## config.mk

```make
export PLATFORM = sky130hd
export DESIGN_NAME = bgr_to_hsv_pixel
export DESIGN_NICKNAME = d
export VERILOG_FILES = /design/src/bth_pkg.sv /design/src/bth_front.sv /design/src/bth_div_stage.sv /design/src/bgr_to_hsv_pixel.sv
export VERILOG_INCLUDE_DIRS = /design/src /design/src/src
export SDC_FILE = /design/constraint.sdc
export NUM_CORES = 1
export LEC_CHECK = 0
export BUFFER_PORTS_ARGS = -buffer_cell sky130_fd_sc_hd__buf_2
export CAP_MARGIN = 25
export CORE_MARGIN = 1.5
export CORE_UTILIZATION = 35
export DETAILED_ROUTE_END_ITERATION = 16
export PLACE_DENSITY_LB_ADDON = 0.12
export RECOVER_POWER = 100
export SYNTH_ARGS = -nofsm -noshare
export SYNTH_HDL_FRONTEND = slang
export SYNTH_SLANG_ARGS = --single-unit
```

## constraint.sdc

```tcl
create_clock -name clk -period 7.5 [get_ports clk]
set_input_delay 0.375 -clock clk [delete_from_list [all_inputs] [get_ports clk]]
set_output_delay 0.375 -clock clk [all_outputs]
set_load 0.05 [all_outputs]
```

## src/bgr_to_hsv_pixel_defines.svh

```systemverilog
// Assertion macros shared by the converter's RTL files.
`ifndef BGR_TO_HSV_PIXEL_DEFINES_SVH
`define BGR_TO_HSV_PIXEL_DEFINES_SVH

// Same-cycle implication, checked out of reset.
`define BTH_ASSERT_NOW(lbl, ante, cons, msg) \
  lbl: assert property (@(posedge clk) disable iff (!rst_n) (ante) |-> (cons)) \
    else $error(msg);

// Next-cycle implication, checked out of reset.
`define BTH_ASSERT_NEXT(lbl, ante, cons, msg) \
  lbl: assert property (@(posedge clk) disable iff (!rst_n) (ante) |=> (cons)) \
    else $error(msg);

`endif

```

## src/bth_pkg.sv

```systemverilog
// Types and constants for the BGR to HSV pixel converter.
package bth_pkg;

  localparam int unsigned CHAN_W  = 8;
  localparam int unsigned NUM_W   = 2 * CHAN_W;
  localparam int unsigned DIV_STEPS = CHAN_W;

  localparam logic [NUM_W-1:0] HUE_STEP     = NUM_W'(30);
  localparam logic [NUM_W-1:0] HUE_GREEN    = NUM_W'(60);
  localparam logic [NUM_W-1:0] HUE_BLUE     = NUM_W'(120);
  localparam logic [NUM_W-1:0] HUE_RED_WRAP = NUM_W'(180);
  localparam logic [NUM_W-1:0] SAT_SCALE    = NUM_W'(255);
  localparam logic [CHAN_W-1:0] HUE_LIMIT   = CHAN_W'(180);

  typedef enum logic [1:0] {
    SEC_RED,
    SEC_GREEN,
    SEC_BLUE
  } sector_t;

  // Front stage A contents.
  typedef struct packed {
    sector_t            sector;
    logic               neg;
    logic [CHAN_W-1:0]  ad;
    logic [CHAN_W-1:0]  d;
    logic [CHAN_W-1:0]  mx;
  } front_t;

  // One division in flight: partial remainder, numerator bits shifting out
  // while quotient bits shift in, and the divisor.
  typedef struct packed {
    logic [CHAN_W-1:0] rem;
    logic [CHAN_W-1:0] shq;
    logic [CHAN_W-1:0] den;
  } quo_t;

  typedef struct packed {
    quo_t              hue;
    quo_t              sat;
    logic [CHAN_W-1:0] bright;
  } pix_t;

endpackage

```

## src/bth_front.sv

```systemverilog
// Front end: max/min and sector decode, then hue and saturation numerators.
module bth_front (
  input  logic                       clk,
  input  logic                       rst_n,
  input  logic                       valid_i,
  output logic                       ready_o,
  input  logic [bth_pkg::CHAN_W-1:0] blue_i,
  input  logic [bth_pkg::CHAN_W-1:0] green_i,
  input  logic [bth_pkg::CHAN_W-1:0] red_i,
  output logic                       valid_o,
  input  logic                       ready_i,
  output bth_pkg::pix_t              pix_o
);

  bth_pkg::front_t a_nxt, a_r;
  logic            a_v_r, a_ready;
  bth_pkg::pix_t   b_nxt, b_r;
  logic            b_v_r, b_ready;

  logic [bth_pkg::CHAN_W-1:0] mx, mn;
  logic [bth_pkg::NUM_W-1:0]  d16, ad30, base, hue_num, sat_num;

  // Stage A: largest channel, spread, sector and signed channel difference
  always_comb begin
    mx = blue_i;
    mn = blue_i;
    if (green_i > mx) mx = green_i;
    if (red_i > mx) mx = red_i;
    if (green_i < mn) mn = green_i;
    if (red_i < mn) mn = red_i;
    a_nxt.mx = mx;
    a_nxt.d  = mx - mn;
    if (red_i >= mx) begin
      a_nxt.sector = bth_pkg::SEC_RED;
      a_nxt.neg    = green_i < blue_i;
      a_nxt.ad     = a_nxt.neg ? blue_i - green_i : green_i - blue_i;
    end else if (green_i >= mx) begin
      a_nxt.sector = bth_pkg::SEC_GREEN;
      a_nxt.neg    = blue_i < red_i;
      a_nxt.ad     = a_nxt.neg ? red_i - blue_i : blue_i - red_i;
    end else begin
      a_nxt.sector = bth_pkg::SEC_BLUE;
      a_nxt.neg    = red_i < green_i;
      a_nxt.ad     = a_nxt.neg ? green_i - red_i : red_i - green_i;
    end
  end

  assign a_ready = !a_v_r || b_ready;
  assign ready_o = a_ready;

  always_ff @(posedge clk) begin
    if (!rst_n) begin
      a_v_r <= 1'b0;
    end else if (a_ready) begin
      a_v_r <= valid_i;
    end
    if (a_ready && valid_i) begin
      a_r <= a_nxt;
    end
  end

  // Stage B: numerators; the divider starts with the high byte as remainder
  always_comb begin
    d16  = bth_pkg::NUM_W'(a_r.d);
    ad30 = bth_pkg::NUM_W'(a_r.ad) * bth_pkg::HUE_STEP;
    unique case (a_r.sector)
      bth_pkg::SEC_RED:   base = a_r.neg ? d16 * bth_pkg::HUE_RED_WRAP : '0;
      bth_pkg::SEC_GREEN: base = d16 * bth_pkg::HUE_GREEN;
      bth_pkg::SEC_BLUE:  base = d16 * bth_pkg::HUE_BLUE;
      default:            base = '0;
    endcase
    hue_num = a_r.neg ? base - ad30 : base + ad30;
    sat_num = d16 * bth_pkg::SAT_SCALE;
    b_nxt.bright = a_r.mx;
    if (a_r.d == '0) begin
      // grey: zero over one gives zero hue and saturation
      b_nxt.hue.rem = '0;
      b_nxt.hue.shq = '0;
      b_nxt.hue.den = bth_pkg::CHAN_W'(1);
      b_nxt.sat.rem = '0;
      b_nxt.sat.shq = '0;
      b_nxt.sat.den = bth_pkg::CHAN_W'(1);
    end else begin
      b_nxt.hue.rem = hue_num[bth_pkg::NUM_W-1:bth_pkg::CHAN_W];
      b_nxt.hue.shq = hue_num[bth_pkg::CHAN_W-1:0];
      b_nxt.hue.den = a_r.d;
      b_nxt.sat.rem = sat_num[bth_pkg::NUM_W-1:bth_pkg::CHAN_W];
      b_nxt.sat.shq = sat_num[bth_pkg::CHAN_W-1:0];
      b_nxt.sat.den = a_r.mx;
    end
  end

  assign b_ready = !b_v_r || ready_i;

  always_ff @(posedge clk) begin
    if (!rst_n) begin
      b_v_r <= 1'b0;
    end else if (b_ready) begin
      b_v_r <= a_v_r;
    end
    if (b_ready && a_v_r) begin
      b_r <= b_nxt;
    end
  end

  assign valid_o = b_v_r;
  assign pix_o   = b_r;

endmodule

```

## src/bth_div_stage.sv

```systemverilog
// One restoring-division step for both hue and saturation, registered.
`include "bgr_to_hsv_pixel_defines.svh"

module bth_div_stage (
  input  logic          clk,
  input  logic          rst_n,
  input  logic          valid_i,
  output logic          ready_o,
  input  bth_pkg::pix_t pix_i,
  output logic          valid_o,
  input  logic          ready_i,
  output bth_pkg::pix_t pix_o
);

  bth_pkg::pix_t pix_nxt, pix_r;
  logic          v_r;

  function automatic bth_pkg::quo_t step(input bth_pkg::quo_t q);
    logic [bth_pkg::CHAN_W:0] t;
    logic [bth_pkg::CHAN_W:0] diff;
    logic                     ge;
    bth_pkg::quo_t            res;
    t        = {q.rem, q.shq[bth_pkg::CHAN_W-1]};
    diff     = t - {1'b0, q.den};
    ge       = t >= {1'b0, q.den};
    // remainder stays below the divisor, so it fits the channel width
    res.rem  = ge ? diff[bth_pkg::CHAN_W-1:0] : t[bth_pkg::CHAN_W-1:0];
    res.shq  = {q.shq[bth_pkg::CHAN_W-2:0], ge};
    res.den  = q.den;
    return res;
  endfunction

  always_comb begin
    pix_nxt.hue    = step(pix_i.hue);
    pix_nxt.sat    = step(pix_i.sat);
    pix_nxt.bright = pix_i.bright;
  end

  assign ready_o = !v_r || ready_i;

  always_ff @(posedge clk) begin
    if (!rst_n) begin
      v_r <= 1'b0;
    end else if (ready_o) begin
      v_r <= valid_i;
    end
    if (ready_o && valid_i) begin
      pix_r <= pix_nxt;
    end
  end

  assign valid_o = v_r;
  assign pix_o   = pix_r;

  `BTH_ASSERT_NOW(a_hue_rem_lt_den, v_r, pix_r.hue.rem < pix_r.hue.den, "hue remainder too big")
  `BTH_ASSERT_NOW(a_sat_rem_lt_den, v_r, pix_r.sat.rem < pix_r.sat.den, "sat remainder too big")
  `BTH_ASSERT_NEXT(a_stall_hold, v_r && !ready_i, v_r && $stable(pix_r), "stalled item lost")

endmodule

```

## src/bgr_to_hsv_pixel.sv

```systemverilog
// Pipeline: 2 front stages, then 8 divide steps, between input accept and output valid.
// Throughput: one item per cycle while out_ready is high; each stage holds one item and fills bubbles on stall.
// Hue and saturation quotients come from an 8-stage restoring divider, one bit per stage.
// Reset: synchronous active-low rst_n clears every stage valid bit; data regs not reset.
// No clearing pass; in_ready is high in the first cycle after reset.
`include "bgr_to_hsv_pixel_defines.svh"

module bgr_to_hsv_pixel (
  input  logic                       clk,
  input  logic                       rst_n,
  input  logic                       in_valid,
  output logic                       in_ready,
  input  logic [bth_pkg::CHAN_W-1:0] in_blue,
  input  logic [bth_pkg::CHAN_W-1:0] in_green,
  input  logic [bth_pkg::CHAN_W-1:0] in_red,
  output logic                       out_valid,
  input  logic                       out_ready,
  output logic [bth_pkg::CHAN_W-1:0] out_hue,
  output logic [bth_pkg::CHAN_W-1:0] out_saturation,
  output logic [bth_pkg::CHAN_W-1:0] out_brightness
);

  logic          st_valid [0:bth_pkg::DIV_STEPS];
  logic          st_ready [0:bth_pkg::DIV_STEPS];
  bth_pkg::pix_t st_pix   [0:bth_pkg::DIV_STEPS];

  bth_front u_front (
    .clk     (clk),
    .rst_n   (rst_n),
    .valid_i (in_valid),
    .ready_o (in_ready),
    .blue_i  (in_blue),
    .green_i (in_green),
    .red_i   (in_red),
    .valid_o (st_valid[0]),
    .ready_i (st_ready[0]),
    .pix_o   (st_pix[0])
  );

  for (genvar i = 0; i < bth_pkg::DIV_STEPS; i++) begin : g_div
    bth_div_stage u_stage (
      .clk     (clk),
      .rst_n   (rst_n),
      .valid_i (st_valid[i]),
      .ready_o (st_ready[i]),
      .pix_i   (st_pix[i]),
      .valid_o (st_valid[i+1]),
      .ready_i (st_ready[i+1]),
      .pix_o   (st_pix[i+1])
    );
  end

  assign st_ready[bth_pkg::DIV_STEPS] = out_ready;

  // after all steps the shift field holds the quotient
  assign out_valid      = st_valid[bth_pkg::DIV_STEPS];
  assign out_hue        = st_pix[bth_pkg::DIV_STEPS].hue.shq;
  assign out_saturation = st_pix[bth_pkg::DIV_STEPS].sat.shq;
  assign out_brightness = st_pix[bth_pkg::DIV_STEPS].bright;

  `BTH_ASSERT_NOW(a_hue_range, out_valid, out_hue < bth_pkg::HUE_LIMIT, "hue out of range")
  `BTH_ASSERT_NOW(a_black, out_valid && out_brightness == '0, out_saturation == '0 && out_hue == '0, "black pixel not grey")
  `BTH_ASSERT_NOW(a_grey_hue, out_valid && out_saturation == '0, out_hue == '0, "grey pixel has hue")

endmodule

```

==> key figures, run 1 <==
Outcome
  • Outcome: finished, violations left
  • Failing checks: capacitance limit, slew limit

Cells and area
  • Antenna diodes: 0
  • Final nets: 3035
  • Commonest non-fill, non-tap cell in the layout: edfxtp_1
  • Area delta synth->final: 11.9%
  • Layout cells sized above 1: 0.0562
  • Commonest non-fill, non-tap cells in the layout: edfxtp_1 (491), inv_1 (406), ha_1 (303), o21ai_0 (180), nand2_1 (159)

Worst hold path
  • Worst min path class: in2reg

Place
  • Dpl hpwl: 46.5 mm
  • Final GP Congestion: 0.886
  • Port Buffers: 53

Clock tree
  • Setup Buffers After CTS: 0
  • Count of cells resized by post-cts repair: 0
  • Hold_buf cts: 0
  • Clock buffer depth: 3
  • TritonCTS Sinks: 501
  • CTS H-tree lvls: 2
  • Clk_lat worst skew: 0.61 ns
  • CTS tree: built
  • CTS buffer count: 56
  • Clk root buf: clkbuf_16
  • Clock-pin transition on the worst setup and hold timing paths: 0.06 ns

Route
  • Initial DRC count: 638
  • DRC viols: 0
  • Drt pass-1 iters: 6
  • Routed vias/inst: 4.77
  • Total Wirelength: 58.2 mm
  • Post-route ant nets: 0
  • Drt wl/cell: 15.5 um
  • Via count: 17900

Logic synthesis
  • Syn nets: 2946
  • Synth area leader: edfxtp_1
  • Top post-synthesis cells by area: edfxtp_1 (50%), ha_1 (13%), fa_1 (5.5%)
  • Ys Warns: 0
  • Mapped cell area: 29500 um^2
  • Post-synth EDFFs: 491
  • Cell count after synthesis: 2534
  • Dominant synthesized flop cell: edfxtp_1
  • Netlist cell types: 78
  • Flops & latches, synth: 501
  • Synth top area share: 0.500
  • Avg Cell Area, Syn: 11.6 um^2
  • Synth async-reset ratio: 0
  • Seq/Total Area, Yosys: 0.507

Global route
  • Initial antenna violation count: 0
  • Largest net degree at the start of global routing: 56
  • Grt total ovfl: 0
  • Gr usage total: 0.136
  • Vias in the first global route: 18700
  • First-pass GRT wire length: 94.1 mm

Timing
  • Setup Skew: 0.0196 ns
  • Final Cycle Share: 0.874
  • Final Hold Fails: 0
  • Final setup TNS: 0 ns
  • Final min period: 6.56 ns
  • Slew headroom: -0.994
  • Final Max Tran Viols: 448
  • Max Clk Rate: 153 MHz
  • Setup violators final: 0
  • RSZ-0062 raised after global routing: no
  • Worst Max-Slew Pin Slew: 2.99 ns

Critical path
  • Worst Path Arrival: 6.90 ns
  • Worst Path Required: 7.85 ns
  • Setup crit start kind: input port
  • WS Path Type: in2reg
  • Crit Path Max Fanout: 20
  • CP endpoint kind: register

Floorplan
  • Die H: 293 um
  • # IOs: 54
  • # rows: 106
  • Total die area: 86000 um^2
  • Core Area: 83600 um^2
  • DIE WIDTH: 293 um
  • Starting Density: 0.353

Job
  • Max cap viols: 8
-- metal layers --
metal | GRT usage | up-vias | share of wire
met5 | 0 | - | 0
met4 | 0.0514 | 0 | 0.037
met3 | 0.0183 | 93 | 0.024
met2 | 0.258 | 161 | 0.51
met1 | 0.153 | 8499 | 0.42
li1 | - | 9124 | -
-- cell families (layout without fill, tap and decap cells) --
group,count (synthesis),count (layout),share of synthesized area
compound gates,526,526,0.113
flops,501,501,0.507
simple gates,498,498,0.0833
buf+inv,447,582,0.0569
fa+ha+maj,386,386,0.184
xor+xnor,114,114,0.0339
mux,62,62,0.0216
-- state kept, by name (all words and copies together), names as in the netlist --
| name | cells |
|---|---|
| u_front.valid_o | 1 |
| g_div.u_stage.valid_o | 8 |
| u_front.a_v_r | 1 |
| u_front.a_r | 27 |
| g_div.u_stage.pix_o | 409 |
| u_front.pix_o | 55 |
-- cells in the mapped netlist (all sizes together), types with 35 or more instances --
master  number
a21boi      35
o31ai       36
o21ai      185
a21oi      118
nand2      160
fa          81
xnor2       62
inv        406
mux2i       55
ha         303
nor2       110
edfxtp     491
nor2b       65
xor2        52
clkbuf      39
-- worst max-delay path, cell delays in order --
cell      delay, ns
buf_2          0.15
inv_1          0.11
ha_1           0.23
fa_1           0.39
nand3b_1       0.22
a21oi_1        0.43
o22ai_1        0.43
a21oi_1        0.44
ha_1           0.32
a21oi_1        0.15
nor2b_1        0.06
o21ai_0        0.14
nand2b_1       0.11
a311oi_2       0.37
o21ai_4        0.13
nand2_2        0.33
mux2_2         0.44
ha_1           0.29
nor2b_1        0.07
o311ai_0       0.37
or4b_1         0.80
and3_1         0.27
o31a_1         0.27
-- area by class of cell --
| type | count | area, um^2 |
|---|---|---|
| Tap cell | 1080 | 1350 |
| Timing Repair Buffer | 72 | 330 |
| Clock inverter | 38 | 508 |
| Multi-Input combinational cell | 1586 | 12900 |
| Clock buffer | 66 | 1440 |
| Inverter | 406 | 1520 |
| Fill cell | 8041 | 50500 |
| Sequential cell | 501 | 14900 |
-- through the flow --
| step | hold slack [ns] | util | std cells | setup slack (ns) | cell area (um^2) |
|---|---|---|---|---|---|
| 2_1_floorplan | 0.400 | - | 2534 | 1.36 | 29500 |
| 3_3_place_gp | 0.405 | 0.373 | 3643 | 0.961 | 31200 |
| 3_5_place_dp | 0.405 | 0.373 | 3645 | 0.848 | 31200 |
| 4_1_cts | 0.0414 | 0.397 | 3749 | 1.46 | 33200 |
| 5_1_grt | 0.0609 | 0.395 | 3749 | 0.498 | 33000 |
| 6_report | 0.0720 | 0.395 | 3749 | 0.943 | 33000 |
-- final timing paths --
kind | from | endpoint | slack [ns] | depth (start not counted)
min | in_valid | u_front.a_v_r$_SDFFE_PN0N_ | 0.07 | 3
min reg2reg | g_div[0].u_stage.pix_o[4]$_DFFE_PP_ | g_div[1].u_stage.pix_o[4]$_DFFE_PP_ | 0.40 | 0
max reg2reg | u_front.a_r[8]$_DFFE_PP_ | u_front.pix_o[55]$_SDFFCE_PN0P_ | 2.09 | 19
max | in_green[0] | u_front.a_r[24]$_DFFE_PP_ | 0.94 | 23
Power of run 1 is not shown: default switching activity piles up to over one toggle a cycle in this logic, so the estimate is an artifact.
==> run 2: changes to the inputs <==
- clock period: 7.5 -> 6.3 ns (I/O delays scaled with it)
==> key figures, run 2 (synthesis results as in run 1) <==
Clock tree
  • Clk root buf: clkbuf_16 (unchanged)
  • CTS buffer count: 55 (was 56)
  • Clk_lat worst skew: 0.59 ns (was 0.61 ns)
  • Setup Buffers After CTS: 0 (unchanged)
  • CTS H-tree lvls: 2 (unchanged)
  • TritonCTS Sinks: 501 (unchanged)
  • Clock-pin transition on the worst setup and hold timing paths: 0.06 ns (about the same)
  • Clock buffer depth: 3 (unchanged)
  • CTS tree: built (unchanged)

Worst hold path
  • Worst min path class: in2reg (unchanged)

Route
  • Routed vias/inst: 4.77 (about the same)
  • Post-route ant nets: 0 (unchanged)
  • Drt pass-1 iters: 5 (was 6)
  • DRC viols: 0 (unchanged)
  • Via count: 18000 (was 17900)
  • Total Wirelength: 58.1 mm (was 58.2 mm)
  • Drt wl/cell: 15.4 um (was 15.5 um)
  • Initial DRC count: 596 (was 638)

Cells and area
  • Final core utilization: 0.396 (was 0.395)
  • Area delta synth->final: 12.2% (was 11.9%)
  • Antenna diodes: 0 (unchanged)
  • Multi-input gate area: 12900 um^2 (about the same)
  • Layout cells sized above 1: 0.0614 (was 0.0562)
  • Commonest non-fill, non-tap cells in the layout: edfxtp_1 (491), inv_1 (406), ha_1 (303), o21ai_0 (180), nand2_1 (159) (unchanged)
  • Largest register FFs: 409 (unchanged)
  • Commonest non-fill, non-tap cell in the layout: edfxtp_1 (unchanged)
  • Storage element area: 14900 um^2 (unchanged)
  • Final nets: 3054 (was 3035)
  • Fill count: 8028 (was 8041)

Place
  • Port Buffers: 53 (unchanged)
  • Dpl hpwl: 46.5 mm (about the same)
  • Final GP Congestion: 0.848 (was 0.886)

Timing
  • Final Max Tran Viols: 448 (unchanged)
  • Setup violators final: 0 (unchanged)
  • Final Hold Fails: 0 (unchanged)
  • Worst Max-Slew Pin Slew: 3.10 ns (was 2.99 ns)
  • WHS: 0.00745 ns (was 0.0720 ns)
  • Max Clk Rate: 176 MHz
  • Final min period: 5.67 ns
  • Setup Skew: 0.0119 ns (was 0.0196 ns)
  • Final setup TNS: 0 ns (unchanged)
  • RSZ-0062 raised after global routing: no (unchanged)
  • Final Cycle Share: 0.900
  • Slew headroom: -1.07 (was -0.994)

Floorplan
  • # IOs: 54 (unchanged)
  • Total die area: 86000 um^2 (unchanged)
  • Core Area: 83600 um^2 (unchanged)
  • Die H: 293 um (unchanged)
  • # rows: 106 (unchanged)
  • DIE WIDTH: 293 um (unchanged)
  • Starting Density: 0.353 (unchanged)

Global route
  • Grt total ovfl: 0 (unchanged)
  • Largest net degree at the start of global routing: 56 (unchanged)
  • First-pass GRT wire length: 94.8 mm (was 94.1 mm)
  • Initial antenna violation count: 0 (unchanged)
  • Vias in the first global route: 18600 (was 18700)
  • Gr usage total: 0.137 (was 0.136)

Critical path
  • Worst Path Arrival: 6.01 ns (was 6.90 ns)
  • Crit Path Max Fanout: 20 (unchanged)
  • Setup crit start kind: input port (unchanged)
  • CP endpoint kind: register (unchanged)
  • Worst Path Required: 6.65 ns (was 7.85 ns)
  • WS Path Type: in2reg (unchanged)

Job
  • Max cap viols: 8 (unchanged)

Outcome
  • Failing checks: capacitance limit, slew limit (unchanged)
  • Outcome: finished, violations left (unchanged)
-- run 2: cell count changes in the layout (fill, tap and decap cells not counted), moves of 2 or more --
cell and change:
buf_4 +17, clkbuf_8 +3, clkbuf_1 +7, clkinv_2 -2
and2_1 -2, clkinv_1 -3, and2_0 +2, bufinv_16 -3
-- run 2: metrics by stage --
| step | instance area, um^2 | setup WS [ns] | std cells |
|---|---|---|---|
| floorplan | 29500 | 0.155 | 2534 |
| global placement | 31300 | 0.210 | 3661 |
| detailed placement | 31300 | 0.132 | 3663 |
| CTS | 33200 | 0.677 | 3767 |
| global route | 33100 | 0.223 | 3768 |
| finish | 33100 | 0.632 | 3768 |
-- run 2: timing repair --
item                                   4_1_cts  5_1_grt
endpoints found under the hold margin        3        0
hold buffers                                 1        0
resized for setup                            0        0
-- run 2: final timing paths --
kind / startpoint / to / slack (ns) / depth (start not counted)
setup reg to reg: u_front.a_r[13]$_DFFE_PP_ / u_front.pix_o[31]$_SDFFCE_PN0P_ / 0.77 / 16
hold reg to reg: u_front.pix_o[2]$_DFFE_PP_ / g_div[0].u_stage.pix_o[2]$_DFFE_PP_ / 0.41 / 0
hold / removal: in_valid / u_front.a_v_r$_SDFFE_PN0N_ / 0.007 / 3
setup / recovery: in_green[0] / u_front.a_r[17]$_DFFE_PP_ / 0.63 / 26
-- run 2: layout make-up --
cell class              count  area share
flip-flops and latches    501       0.452
multi-input cells        1586       0.391
inverters                 406      0.0461
clock buffers              73      0.0446
well taps                1080      0.0408
repair buffers             92      0.0144
clock inverters            30      0.0113
-- run 2: worst max-delay path, stage by stage --
cell	delay [ns]
buf_2	0.14
inv_1	0.12
ha_1	0.23
fa_1	0.40
nand3b_1	0.26
a21oi_4	0.21
o22ai_4	0.13
a21oi_1	0.25
ha_1	0.28
a21oi_1	0.15
nor2b_1	0.05
o21ai_0	0.18
nand2b_1	0.10
a311oi_1	0.49
o21ai_4	0.11
nand2_2	0.14
mux2_1	0.38
ha_1	0.29
nor2b_1	0.27
nor2_1	0.06
o21ai_0	0.11
o311ai_2	0.15
a221oi_1	0.46
buf_4	0.31
a221oi_1	0.11
o31a_1	0.31
-- run 2: per-layer routing --
| layer | GRT usage | vias to the layer above | wire length [um] |
|---|---|---|---|
| met2 | 0.261 | 187 | 30100 |
| met3 | 0.0188 | 98 | 1490 |
| met4 | 0.0439 | 0 | 1730 |
| met5 | 0 | - | 0 |
| met1 | 0.156 | 8538 | 24800 |
| li1 | - | 9158 | - |
Power of run 2 is left out for the same reason.
